$ cat config.mk
export PLATFORM = sky130hd
export DESIGN_NAME = sensor_poll_frame_engine_top
export DESIGN_NICKNAME = d
export VERILOG_FILES = /design/src/hw/rtl/spfe_pkg.sv /design/src/hw/rtl/sensor_poll_frame_engine_top.sv
export SDC_FILE = /design/constraint.sdc
export NUM_CORES = 1
export LEC_CHECK = 0
export ABC_AREA = 0
export ABC_CLOCK_PERIOD_IN_PS = 5450
export BUFFER_PORTS_ARGS = -buffer_cell sky130_fd_sc_hd__buf_2
export CORE_MARGIN = 4
export CORE_UTILIZATION = 57
export CTS_CLUSTER_DIAMETER = 50
export DETAILED_ROUTE_END_ITERATION = 10
export GPL_TIMING_DRIVEN = 0
export PLACE_DENSITY = 0.86
export SETUP_SLACK_MARGIN = 0.15
export SLEW_MARGIN = 40
export SYNTH_ARGS = -nofsm -noshare
export SYNTH_HDL_FRONTEND = slang
export SYNTH_SLANG_ARGS = --single-unit
$ cat constraint.sdc
create_clock -name clk -period 5.45 [get_ports clk]
set_clock_uncertainty 0.05 [all_clocks]
set_input_delay 1.3625 -clock clk [delete_from_list [all_inputs] [get_ports clk]]
set_output_delay 1.3625 -clock clk [all_outputs]
set_load 0.1 [all_outputs]
$ cat src/hw/rtl/spfe_pkg.sv
// Package for the sensor poll frame engine: codes, result type and helpers.
`default_nettype none

package spfe_pkg;

  localparam int FRAME_BYTES = 6;
  localparam int CNT_W = 3;

  localparam logic [15:0] TIMEOUT_RESET = 16'd1200;
  localparam logic [15:0] TICK_MAX = 16'hFFFF;

  localparam logic [7:0] CMD_READ = 8'hA0;
  localparam logic [7:0] RESP_OK = 8'hAA;
  localparam logic [7:0] RESP_ERR = 8'hAC;

  localparam logic [1:0] ACT_START = 2'd0;
  localparam logic [1:0] ACT_BYTE = 2'd1;
  localparam logic [1:0] ACT_TICK = 2'd2;

  localparam logic [2:0] KIND_CMD = 3'd0;
  localparam logic [2:0] KIND_READING = 3'd1;
  localparam logic [2:0] KIND_SENSOR_ERR = 3'd2;
  localparam logic [2:0] KIND_BAD_HEADER = 3'd3;
  localparam logic [2:0] KIND_TIMEOUT = 3'd4;

  localparam logic [7:0] CODE_CMD_ORDER = 8'h01;
  localparam logic [7:0] CODE_BUSY = 8'h02;
  localparam logic [7:0] CODE_CAL_FAIL = 8'h03;
  localparam logic [7:0] CODE_TEMP_RANGE = 8'h04;

  localparam logic [2:0] CLASS_CMD_ORDER = 3'd0;
  localparam logic [2:0] CLASS_BUSY = 3'd1;
  localparam logic [2:0] CLASS_CAL_FAIL = 3'd2;
  localparam logic [2:0] CLASS_TEMP_RANGE = 3'd3;
  localparam logic [2:0] CLASS_UNKNOWN = 3'd4;

  // low byte of the sum of the first five command bytes
  localparam logic [7:0] CMD_SUM = CMD_READ;

  typedef struct packed {
    logic [2:0]  kind;
    logic [7:0]  tx_byte;
    logic [15:0] ion_raw;
    logic [15:0] temp_centi;
    logic        csum_match;
    logic [7:0]  sensor_code;
    logic [2:0]  error_class;
    logic [7:0]  header_byte;
    logic        last;
  } result_t;

  function automatic logic [7:0] cmd_byte(input logic [CNT_W-1:0] idx);
    logic [7:0] b;
    b = 8'h00;
    if (idx == CNT_W'(0)) begin
      b = CMD_READ;
    end else if (idx == CNT_W'(FRAME_BYTES - 1)) begin
      b = CMD_SUM;
    end
    return b;
  endfunction

  function automatic logic [2:0] classify_code(input logic [7:0] code);
    logic [2:0] c;
    case (code)
      CODE_CMD_ORDER: c = CLASS_CMD_ORDER;
      CODE_BUSY: c = CLASS_BUSY;
      CODE_CAL_FAIL: c = CLASS_CAL_FAIL;
      CODE_TEMP_RANGE: c = CLASS_TEMP_RANGE;
      default: c = CLASS_UNKNOWN;
    endcase
    return c;
  endfunction

endpackage

`default_nettype wire

$ cat src/hw/rtl/sensor_poll_frame_engine_top.sv
// Sensor poll frame engine: command burst, reply gathering, frame classification, timeout.
//
//  channel  | direction | handshake         | payload
//  ---------+-----------+-------------------+------------------------------------------
//  s        | in        | s_tvalid/s_tready | s_tuser action, s_tdata rx_byte
//  m        | out       | m_tvalid/m_tready | m_tuser result_kind, m_tdata fields, m_tlast
//  cfg      | in        | cfg_valid/ready   | cfg_data timeout_ticks
//
// One word a cycle, burst and output stalls aside: input register, one level of decode
// and update, output register. A start word yields six command words;
// the input stalls during that burst. Bytes and ticks that give no result pass even
// while the output is stalled. Synchronous reset clears control state; timeout_ticks
// returns to 1200. Frame bytes are stored only as they arrive and need no reset.
`default_nettype none

module sensor_poll_frame_engine_top (
  input  wire logic        clk,
  input  wire logic        rst,
  input  wire logic        s_tvalid,
  output logic             s_tready,
  input  wire logic [7:0]  s_tdata,   // [7:0] rx_byte
  input  wire logic [1:0]  s_tuser,   // [1:0] action
  output logic             m_tvalid,
  input  wire logic        m_tready,
  output logic [63:0]      m_tdata,   // [7:0] tx_byte, [23:8] ion_raw, [39:24] temp_centi,
                                      // [40] csum_match, [48:41] sensor_code,
                                      // [51:49] error_class, [59:52] header_byte
  output logic [2:0]       m_tuser,   // [2:0] result_kind
  output logic             m_tlast,
  input  wire logic        cfg_valid,
  output logic             cfg_ready,
  input  wire logic [15:0] cfg_data
);

  localparam logic [spfe_pkg::CNT_W-1:0] LAST_IDX = spfe_pkg::CNT_W'(spfe_pkg::FRAME_BYTES - 1);

  logic [15:0] timeout_ticks;

  logic       in_vld;
  logic [1:0] in_action;
  logic [7:0] in_rx;

  logic                      waiting;
  logic [spfe_pkg::CNT_W-1:0] byte_count;
  logic [7:0]                running_sum;
  logic [7:0]                frame_store [0:spfe_pkg::FRAME_BYTES-2];
  logic [15:0]               tick_count;

  logic                      waiting_next;
  logic [spfe_pkg::CNT_W-1:0] byte_count_next;
  logic [7:0]                running_sum_next;
  logic [15:0]               tick_count_next;
  logic [15:0]               tick_inc;
  logic                      store_we;
  logic                      burst_start;
  logic                      produce;
  spfe_pkg::result_t         res;
  spfe_pkg::result_t         cmd_res;

  logic                      burst;
  logic [spfe_pkg::CNT_W-1:0] burst_pos;

  logic              out_vld;
  spfe_pkg::result_t out_data;
  logic              out_free;
  logic              advance;

  assign cfg_ready = 1'b1;

  always_ff @(posedge clk) begin
    if (rst) begin
      timeout_ticks <= spfe_pkg::TIMEOUT_RESET;
    end else if (cfg_valid) begin
      timeout_ticks <= cfg_data;
    end
  end

  assign out_free = !out_vld || m_tready;
  assign advance  = in_vld && !burst && (!produce || out_free);
  assign s_tready = !in_vld || advance;

  always_ff @(posedge clk) begin
    if (rst) begin
      in_vld <= 1'b0;
    end else if (s_tready) begin
      in_vld <= s_tvalid;
    end
  end

  always_ff @(posedge clk) begin
    if (s_tready && s_tvalid) begin
      in_action <= s_tuser;
      in_rx     <= s_tdata;
    end
  end

  assign tick_inc = (tick_count != spfe_pkg::TICK_MAX) ? tick_count + 16'd1 : tick_count;

  always_comb begin
    res              = '0;
    produce          = 1'b0;
    store_we         = 1'b0;
    burst_start      = 1'b0;
    waiting_next     = waiting;
    byte_count_next  = byte_count;
    running_sum_next = running_sum;
    tick_count_next  = tick_count;
    case (in_action)
      spfe_pkg::ACT_START: begin
        produce          = 1'b1;
        burst_start      = 1'b1;
        res.kind         = spfe_pkg::KIND_CMD;
        res.tx_byte      = spfe_pkg::cmd_byte('0);
        waiting_next     = 1'b1;
        byte_count_next  = '0;
        running_sum_next = '0;
        tick_count_next  = '0;
      end
      spfe_pkg::ACT_BYTE: begin
        if (waiting) begin
          if (byte_count < LAST_IDX) begin
            store_we         = 1'b1;
            running_sum_next = running_sum + in_rx;
            byte_count_next  = byte_count + spfe_pkg::CNT_W'(1);
          end else begin
            produce          = 1'b1;
            res.header_byte  = frame_store[0];
            res.last         = 1'b1;
            if (frame_store[0] == spfe_pkg::RESP_OK) begin
              res.kind        = spfe_pkg::KIND_READING;
              res.ion_raw     = {frame_store[1], frame_store[2]};
              res.temp_centi  = {frame_store[3], frame_store[4]};
              res.csum_match  = (in_rx == running_sum);
            end else if (frame_store[0] == spfe_pkg::RESP_ERR) begin
              res.kind        = spfe_pkg::KIND_SENSOR_ERR;
              res.sensor_code = frame_store[1];
              res.error_class = spfe_pkg::classify_code(frame_store[1]);
            end else begin
              res.kind        = spfe_pkg::KIND_BAD_HEADER;
            end
            waiting_next     = 1'b0;
            byte_count_next  = '0;
            running_sum_next = '0;
          end
        end
      end
      spfe_pkg::ACT_TICK: begin
        if (waiting) begin
          tick_count_next = tick_inc;
          if (tick_inc >= timeout_ticks) begin
            produce          = 1'b1;
            res.kind         = spfe_pkg::KIND_TIMEOUT;
            res.last         = 1'b1;
            waiting_next     = 1'b0;
            byte_count_next  = '0;
            running_sum_next = '0;
          end
        end
      end
      default: begin
      end
    endcase
  end

  always_ff @(posedge clk) begin
    if (rst) begin
      waiting     <= 1'b0;
      byte_count  <= '0;
      running_sum <= '0;
      tick_count  <= '0;
    end else if (advance) begin
      waiting     <= waiting_next;
      byte_count  <= byte_count_next;
      running_sum <= running_sum_next;
      tick_count  <= tick_count_next;
    end
  end

  always_ff @(posedge clk) begin
    if (advance && store_we) begin
      frame_store[byte_count] <= in_rx;
    end
  end

  always_comb begin
    cmd_res         = '0;
    cmd_res.kind    = spfe_pkg::KIND_CMD;
    cmd_res.tx_byte = spfe_pkg::cmd_byte(burst_pos);
    cmd_res.last    = (burst_pos == LAST_IDX);
  end

  // command burst: remaining bytes after the first
  always_ff @(posedge clk) begin
    if (rst) begin
      burst     <= 1'b0;
      burst_pos <= '0;
    end else if (burst) begin
      if (out_free) begin
        if (burst_pos == LAST_IDX) begin
          burst <= 1'b0;
        end
        burst_pos <= burst_pos + spfe_pkg::CNT_W'(1);
      end
    end else if (advance && burst_start) begin
      burst     <= 1'b1;
      burst_pos <= spfe_pkg::CNT_W'(1);
    end
  end

  always_ff @(posedge clk) begin
    if (rst) begin
      out_vld <= 1'b0;
    end else if (out_free) begin
      out_vld <= burst || (advance && produce);
    end
  end

  always_ff @(posedge clk) begin
    if (out_free && burst) begin
      out_data <= cmd_res;
    end else if (out_free && advance && produce) begin
      out_data <= res;
    end
  end

  assign m_tvalid = out_vld;
  assign m_tuser  = out_data.kind;
  assign m_tlast  = out_data.last;
  assign m_tdata  = {4'b0000, out_data.header_byte, out_data.error_class, out_data.sensor_code,
                     out_data.csum_match, out_data.temp_centi, out_data.ion_raw,
                     out_data.tx_byte};

  a_burst_has_word: assert property (@(posedge clk) disable iff (rst)
    burst |-> m_tvalid)
    else $error("command burst without a word in the output register");

  a_burst_pos_range: assert property (@(posedge clk) disable iff (rst)
    burst |-> (burst_pos != '0) && (burst_pos <= LAST_IDX))
    else $error("command burst position out of range");

  a_count_range: assert property (@(posedge clk) disable iff (rst)
    byte_count <= LAST_IDX)
    else $error("byte count beyond frame");

  a_idle_clean: assert property (@(posedge clk) disable iff (rst)
    !waiting |-> (byte_count == '0) && (running_sum == '0))
    else $error("reception state left over while idle");

  a_only_cmd_not_last: assert property (@(posedge clk) disable iff (rst)
    (m_tvalid && !m_tlast) |-> (m_tuser == spfe_pkg::KIND_CMD))
    else $error("non-final word that is not a command byte");

endmodule

`default_nettype wire

==> metrics.txt <==
TritonCTS clock tree=yes; Crit path top cell by count=nand4_1; Reg2Reg Setup Slack=1.17 ns; initial core utilization=0.5856; largest net degree at the start of global routing=17; CP peak stage delay=0.48 ns; crit path launch=tick_count[6]; routability congestion estimate=0.8674; reg2reg path depth=15; Post-Synthesis Cells=624; Comb pwr share=0.078; DRC=0; H-tree depth=4; clk buf depth=2; max-slew violations=0; Rel. slew slack=0.4462; fin util=0.7027; final non-filler cell total=901; switching pwr=0.6337 mW; Reg-to-Reg Start=tick_count[6]; TritonCTS buffer count=17; crit path launch type=flop; Inserted Diodes=0; Clk pwr share=0.427; Placeable Area=11520 um2; CP Class=flop to output pin; sequential power share=0.496; Congestion Overflow GR=0; Layout Nets=809; Avg WL per Cell=19.00 um; layout cells sized above 1=0.2137; Post-DP Area=7421 um2; post-route design area=8093 um2; RSZ-0062 raised after global routing=false; vias in the first global route=5321; antenna viol nets, final=0; VDD IR max=0.0001995 V; Cell variety after synth=60; die area=13640 um2; first-pass GRT wire length=26750 um; status=completed; Syn Area/Cell=10.81 um2; clock latency on the worst-skew pair=0.43 ns; crit-path cells=nand4_1 -> buf_4 -> nor4_4 -> nand4_1 -> and3_1 -> xor2_1 -> ha_1 -> a21oi_1 -> a2111oi_4 -> and2b_1 -> a2bb2oi_4 -> o21ai_4 -> nand2_1 -> buf_6; die span in y=116.8 um; CP max stage cell=dfxtp_1; Required @ worst endpoint=4.04 ns; worst hold path endpoint=m_tdata[15]; max capacitance violation total=0; Placed Cells=865; DP HPWL=11960 um; Pleak=3.411 nW; power per cell area=310.8 nW/um2; Post-synth EDFFs=52; Layout area overhead=20.00%; Switching Share=0.2520; Hold WC Path Type=flop to flop; final setup vio count=0; Async SR Flop Fraction=0; most frequent cells in the layout=dfxtp_1, buf_2, edfxtp_1; critical-path maximum fanout=8; Yosys warnings=0; Worst EP arrival=3.84 ns; Die Span X=116.8 um; Peak Freq=190.4 MHz; Worst-path clk slew=0.06 ns; total track usage=0.2540; overall power=2.515 mW; Vias=5461; Post-Synthesis Cell Area=6744 um2; via density per instance=6.061; Yosys reg bits=157; internal power=1.881 mW; commonest non-fill, non-tap cell in the layout=dfxtp_1; root buf cell=clkbuf_16; Routed WL=17120 um; WHS Path Cells=1; # clock sinks=157; Port-buffer cells=88; DR iter-0 viols=688; HP Start=frame_store[2][7]; register area share after synthesis=0.5432; Worst-Margin Slew=0.8244 ns; antenna violations before repair=0; Final Hold Fails=0; FF-to-FF End=frame_store[4][5]; total negative setup slack=0 ns; Placement Rows=39; Crit. End Element=output pin; period utilization=0.9637; io pins=102; minimum clock period=5.252 ns; drt pass-1 iters=7; Synth Flop Type=dfxtp_1
## synthesized netlist by cell type, types with 5 or more instances
master / n / area share
ha_1: 32 / 0.059
buf_6: 6 / 0.010
inv_1: 29 / 0.016
nor2_1: 40 / 0.022
xnor2_1: 10 / 0.013
and3_1: 7 / 0.0065
o21ai_0: 32 / 0.024
a22o_1: 49 / 0.064
nand4_1: 16 / 0.015
dfxtp_1: 105 / 0.31
buf_4: 12 / 0.013
a21oi_1: 47 / 0.035
nand2_1: 37 / 0.021
nor4_1: 5 / 0.0046
xor2_1: 9 / 0.012
clkbuf_1: 13 / 0.0072
mux2i_1: 13 / 0.019
and2_1: 5 / 0.0046
o211ai_1: 8 / 0.0089
a32o_1: 5 / 0.0074
nor3_1: 8 / 0.0059
edfxtp_1: 52 / 0.23
nand3_1: 21 / 0.016
nor2b_1: 6 / 0.0056
## sequential cells by signal, summed over array words and instances (netlist names), 2 cells and up
name           cells
in_rx              8
running_sum        8
in_action          2
frame_store       40
m_tuser            3
timeout_ticks     16
tick_count        16
burst_pos          3
m_tdata           53
byte_count         3
## metal layers
metal | track usage | vias up | share of wire
met5 | 0 | - | 0
met4 | 0.09404 | 0 | 0.028
met3 | 0.05913 | 61 | 0.069
met2 | 0.4297 | 281 | 0.50
met1 | 0.3184 | 2590 | 0.40
li1 | - | 2529 | -
## critical path: cells and delay by family, from the launching register on
kind / cells / cell delay (ns)
AOI/OAI and AO/OA: 4 / 0.79
xor gates and xnor gates: 1 / 0.21
adders and majority gates: 1 / 0.31
buffers and inverters: 2 / 0.42
DFF: 1 / 0.48
and+or+nand+nor: 6 / 1.19
## through the flow
step / hold WS (ns) / setup WS (ns)
finish: 0.4068 / 0.1980
CTS: 0.4020 / 0.1943
detailed placement: 0.4007 / -0.3950
floorplan: 0.3855 / 0.2568
global placement: 0.3905 / -0.2768
global route: 0.4284 / 0.07320
## worst max-delay path by stage
stage,to
detailed placement,s_tready
global placement,s_tready
finish,s_tready
global route,s_tready
CTS,s_tready
floorplan,s_tready
## cell type report
cell class | count | area (um2)
fillers | 792 | 3423
flip-flops and latches | 157 | 3666
clock buffers | 20 | 446.7
clock inverters | 12 | 88.84
plain buffers | 38 | 237.7
multi-input cells | 409 | 2884
inverters | 29 | 108.9
well taps | 143 | 178.9
repair buffers | 93 | 481.7
## power groups by stage
| stage | combinational (mW) | sequential, mW | clock, mW |
|---|---|---|---|
| 5_1_grt | 0.210 | 1.25 | 1.13 |
| 2_1_floorplan | 0.136 | 1.27 | 0 |
| 4_1_cts | 0.190 | 1.25 | 1.07 |
| 3_5_place_dp | 0.185 | 1.27 | 0 |
| 6_report | 0.195 | 1.25 | 1.07 |
| 3_3_place_gp | 0.177 | 1.27 | 0 |
## timing repair
item | in CTS | in global routing
resized for setup | 9 | 9
buffers inserted | 2 | 2
hold buffers | 0 | 0
endpoints found under the hold margin | 0 | 0
pin swaps | 3 | 2
endpoints found under the setup margin | 1 | 1
## logic make-up (layout without fill, tap and decap cells)
family                     after synthesis  count (layout)  synth area share
and+or+nand+nor                        167             167            0.1262
muxes                                   14              14           0.02096
other                                    2              11          0.001114
xor gates and xnor gates                19              19           0.02468
adders and majority gates               33              33           0.06234
AOI/OAI and AO/OA                      165             165            0.1701
buffers and inverters                   67             192           0.05139
DFF                                    157             157            0.5432
Note: power is estimated with default switching activity, not from simulation.
